`src/sv/conv2d_same_zero_pad_defines.svh`:
```
// assertion macros for the 2d convolution block
`ifndef CONV2D_SAME_ZERO_PAD_DEFINES_SVH
`define CONV2D_SAME_ZERO_PAD_DEFINES_SVH
`ifndef SYNTHESIS
// condition holds at every clock edge out of reset
`define C2D_ASSERT_ALWAYS(label, clk, rst_n, cond) \
    label: assert property (@(posedge clk) disable iff (!rst_n) (cond)) \
        else $error("c2d check failed");
// condition holds one edge after the trigger
`define C2D_ASSERT_NEXT(label, clk, rst_n, trig, cond) \
    label: assert property (@(posedge clk) disable iff (!rst_n) (trig) |=> (cond)) \
        else $error("c2d check failed");
`else
`define C2D_ASSERT_ALWAYS(label, clk, rst_n, cond)
`define C2D_ASSERT_NEXT(label, clk, rst_n, trig, cond)
`endif
`endif

```
`src/sv/c2d_pkg.sv`:
```
// shared constants and types of the 2d convolution block
package c2d_pkg;

    localparam int ROWS      = 32;
    localparam int COLS      = 32;
    localparam int KSIZE     = 3;
    localparam int HALF      = KSIZE / 2;
    localparam int KTAPS     = KSIZE * KSIZE;
    localparam int DELAY     = HALF * COLS + HALF;
    localparam int FRAME_PIX = ROWS * COLS;
    localparam int CHAIN_LEN = 2 * DELAY + 1;

    localparam int POS_W = $clog2(FRAME_PIX + DELAY + 1);
    localparam int R_W   = (ROWS > 1) ? $clog2(ROWS) : 1;
    localparam int C_W   = (COLS > 1) ? $clog2(COLS) : 1;

    localparam int SAMPLE_W  = 16;
    localparam int PROD_W    = 2 * SAMPLE_W;
    localparam int ROW_SUM_W = PROD_W + $clog2(KSIZE) + 1;
    localparam int SUM_W     = PROD_W + $clog2(KTAPS) + 1;
    localparam int FRAC_BITS = 14;
    localparam int RES_W     = 24;
    localparam int SAT_MAX   = 8388607;
    localparam int SAT_MIN   = -8388608;

    typedef enum logic [1:0] {
        OP_WEIGHT = 2'd0,
        OP_PIXEL  = 2'd1,
        OP_DRAIN  = 2'd2
    } op_t;

    typedef logic signed [SAMPLE_W-1:0] sample_t;
    typedef sample_t taps_t [KTAPS];

    typedef struct packed {
        logic [1:0]           operation;
        logic [4:0]           weight_index;
        logic signed [15:0]   weight_value;
        logic signed [15:0]   pixel_value;
    } item_t;

    typedef struct packed {
        logic signed [23:0]   result_value;
        logic [4:0]           out_row;
        logic [4:0]           out_col;
        logic                 last_of_frame;
    } result_t;

    // output pixel travelling down the arithmetic stages
    typedef struct packed {
        logic           valid;
        logic [R_W-1:0] row;
        logic [C_W-1:0] col;
        logic           last;
    } meta_t;

endpackage

```
`src/sv/c2d_cell.sv`:
```
// one shift cell of the sample chain
module c2d_cell (
    input  logic              clk,
    input  logic              shift,
    input  c2d_pkg::sample_t  d,
    output c2d_pkg::sample_t  q
);

    c2d_pkg::sample_t sample_reg;
    c2d_pkg::sample_t sample_next;

    always_comb
    begin
        sample_next = shift ? d : sample_reg;
    end

    always_ff @(posedge clk)
    begin
        sample_reg <= sample_next;
    end

    assign q = sample_reg;

endmodule

```
`config.mk`:
```
export PLATFORM = sky130hd
export DESIGN_NAME = c2d_cell
export DESIGN_NICKNAME = d
export VERILOG_FILES = /design/src/sv/conv2d_same_zero_pad_defines.svh /design/src/sv/c2d_pkg.sv /design/src/sv/c2d_cell.sv
export SDC_FILE = /design/constraint.sdc
export NUM_CORES = 1
export LEC_CHECK = 0
export CORE_MARGIN = 1.5
export CORE_UTILIZATION = 30
export DETAILED_ROUTE_END_ITERATION = 16
export DONT_BUFFER_PORTS = 1
export GPL_TIMING_DRIVEN = 0
export HOLD_SLACK_MARGIN = 0.03
export PLACE_DENSITY = 0.54
export SYNTH_ARGS = -nofsm -noshare
export SYNTH_HDL_FRONTEND = slang
export SYNTH_SLANG_ARGS = --single-unit
```
`constraint.sdc`:
```
create_clock -name clk -period 0.85 [get_ports clk]
set_clock_uncertainty 0.15 [all_clocks]
set_input_delay 0.17 -clock clk [delete_from_list [all_inputs] [get_ports clk]]
set_output_delay 0.17 -clock clk [all_outputs]
set_load 0.005 [all_outputs]
```
Word-level counts from Yosys, hierarchy flattened
Index checks and enable logic that the tools add are counted.
Word-level totals
  bits in registers: 16
  bits of input ports: 18
  output and inout port bits: 16
  word-level logic and storage cells: 1

Logic depth before layout (Yosys ltp)
  depth after elaboration: 0
  depth in mapped cells: 0
  mapped depth without buffers: 0

Least setup slack after synthesis
No wires, ideal clock.
  path kind: register to output
  start point: register sample_reg[0], in the netlist q[0]
  end point: output port q[0]
  arrival time: 355 ps
  data required time: 530 ps
  setup slack: 175 ps
  stages on the path, launching flop included: 1
  buffers on the path: 0
  path through: edfxtp_1
RTL lines
  from (decl): line c2d_cell.sv:9  | c2d_pkg::sample_t sample_reg;
  from (signal assigned): line c2d_cell.sv:19  | sample_reg <= sample_next;
  to (decl): line c2d_cell.sv:6  | output c2d_pkg::sample_t q
No word-level cell between the ends.

Worst setup path in the final report
  start point: register sample_reg[8], in the netlist q[8]
  end point: output port q[8]
No word-level cell between the ends.

==> results.ini <==
[power]
p_per_area_nw_per_um2=2050
p_comb_frac=0.041
clkPwrFrac=0.272
p_seq_frac=0.687
vdd_drop_max_mv=1.09
total_leakage_power_nw=0.239
p_int_w=0.00116
switchingPower_w=0.000252
swShare=0.179

[detailed_routing]
wl_met3_um=55
routed_wl_um=733
post_drt_wl_per_cell_um=14.1
first_pass_iters=2
met1Wirelength_um=261
topRoutingLayerUsed=met4
ant_nets=0
viasPerCell=4.46
wl_met2_um=410
vias=232
drc_errors=0
drt-initial-drc-count=5

[floorplan]
ios=34
initial_core_util=0.319
die_h_um=43.0
rows=14
die_x_um=43.0
dieArea_um2=1850
core_um2=1510

[critical_path]
crit_fanout=1
setup.worst_path.start=q[8]
crit_end=q[8]
cp-end-kind=output pin
crit_arrival_ns=0.70
path_depth=0
cp-start-kind=register
critical_path_required_ns=0.53
critical_path_class=register to output pin

[global_routing]
first_global_vias=266
grt_max_degree=17
overflow=0
grtUsageTotal=0.0923
grt_pass1_wl_um=1150
antenna_found_initial=0

[final_layout]
antenna_cells=0
drive_gt1_frac=0.0833
largest_register_ffs=16
multi_input_cells=0
fin_nets=55
multi_input_area_um2=0
syn_to_final_growth_pct=43.0

[cts]
clock-sinks=16
cts_inserted_buffers=3
cts_tree=built
clk_path_buf_depth=2
cts_hold_buffers=16
clockRootBuffer=clkbuf_4
htreeDepth=1
clk_pin_slew_worst_paths_ns=0.08

[yosys]
synthTopCellsByArea=edfxtp_1 (100%)
syn_area_per_cell_um2=30.0
synth_area_leader_cell=edfxtp_1
syn-num-nets=34
syn-cell-area_um2=480
yosysSeqAreaShare=1.00
synth_top_area_share=1.00
synth-seq-cells=16
syn_inst=16
ys.warnings.count=0
synth_cell_types=1

[hold_path]
hp-class=input pin to register

[run_status]
status=finished, violations left
violations=hold timing, setup timing

[sta]
max_slew.worst_pin.slew_ns=0.108
fmax_mhz=983
layout_setup_ws_ns=-0.168
min_period_ns=1.02
min_period_over_period=1.20
tns_ns=-2.26
hold_violations=16
slew_headroom=0.928
drv_slew=0
holdWs_ns=-0.151
setup_viol=16
grt_setup_unrepaired=true

[flow_run]
drv_cap=0

[placement]
dp_slack_ns=0.136
port_buffers=0
place.gp.congestion=0.511

==> layout make-up <==
| cell class | instances | area, um2 |
|---|---|---|
| Timing Repair Buffer | 16 | 160 |
| Sequential cell | 16 | 480 |
| Clock buffer | 3 | 22.5 |
| Fill cell | 143 | 820 |
| Tap cell | 16 | 20.0 |
| Clock inverter | 1 | 3.75 |
==> routing by layer <==
layer	GRT usage	up-vias
met1	0.0899	112
li1	-	103
met5	0	-
met2	0.148	15
met3	0.0298	2
met4	0.0909	0
==> power by group through the flow <==
| stage | sequential (W) | clock (W) | combinational, W |
|---|---|---|---|
| floorplan | 0.000980 | 0 | 0 |
| CTS | 0.000971 | 0.000412 | 0.0000579 |
| finish | 0.000969 | 0.000383 | 0.0000576 |
| global placement | 0.000989 | 0 | 0 |
| detailed placement | 0.000990 | 0 | 0 |
| global route | 0.000976 | 0.000444 | 0.0000635 |
==> Yosys cell counts, drive strengths merged <==
cell type and number:
edfxtp 16
==> layout by cell type, fill, tap and decap left out <==
cell            n
clkbuf_4        3
clkinv_1        1
dlygate4sd3_1  16
edfxtp_1       16
==> cells by family after synthesis <==
group / share of synthesized area
flops: 1.00
==> worst min path at each step <==
| stage | slack, ns | end | cells after the start | start |
|---|---|---|---|---|
| after floorplan | 0.12 | q[0] | 0 | d[0] |
| after global placement | 0.12 | q[9] | 0 | d[9] |
| after detailed placement | 0.12 | q[1] | 0 | d[1] |
| after CTS | -0.17 | q[8] | 0 | shift |
| after global routing | -0.18 | q[8] | 0 | shift |
| final | -0.15 | q[7] | 0 | shift |
==> timing repair <==
item                                    in CTS  in global routing
resized for setup                            0                  0
pin swaps                                    0                  0
buffers inserted                             0                  0
hold endpoints to repair                    32                 16
endpoints found under the setup margin      16                 16
==> metrics by stage <==
stage                     total power, W  area, um2   util  cells  hold WS, ns
after floorplan                 0.000980        480      -     16        0.119
after global placement          0.000989        500  0.332     32        0.119
after detailed placement        0.000990        500  0.332     32        0.119
after CTS                        0.00144        687  0.456     52       -0.166
after global routing             0.00148        687  0.456     52       -0.178
final                            0.00141        687  0.456     52       -0.151
Note: power is estimated with default switching activity, not from simulation.
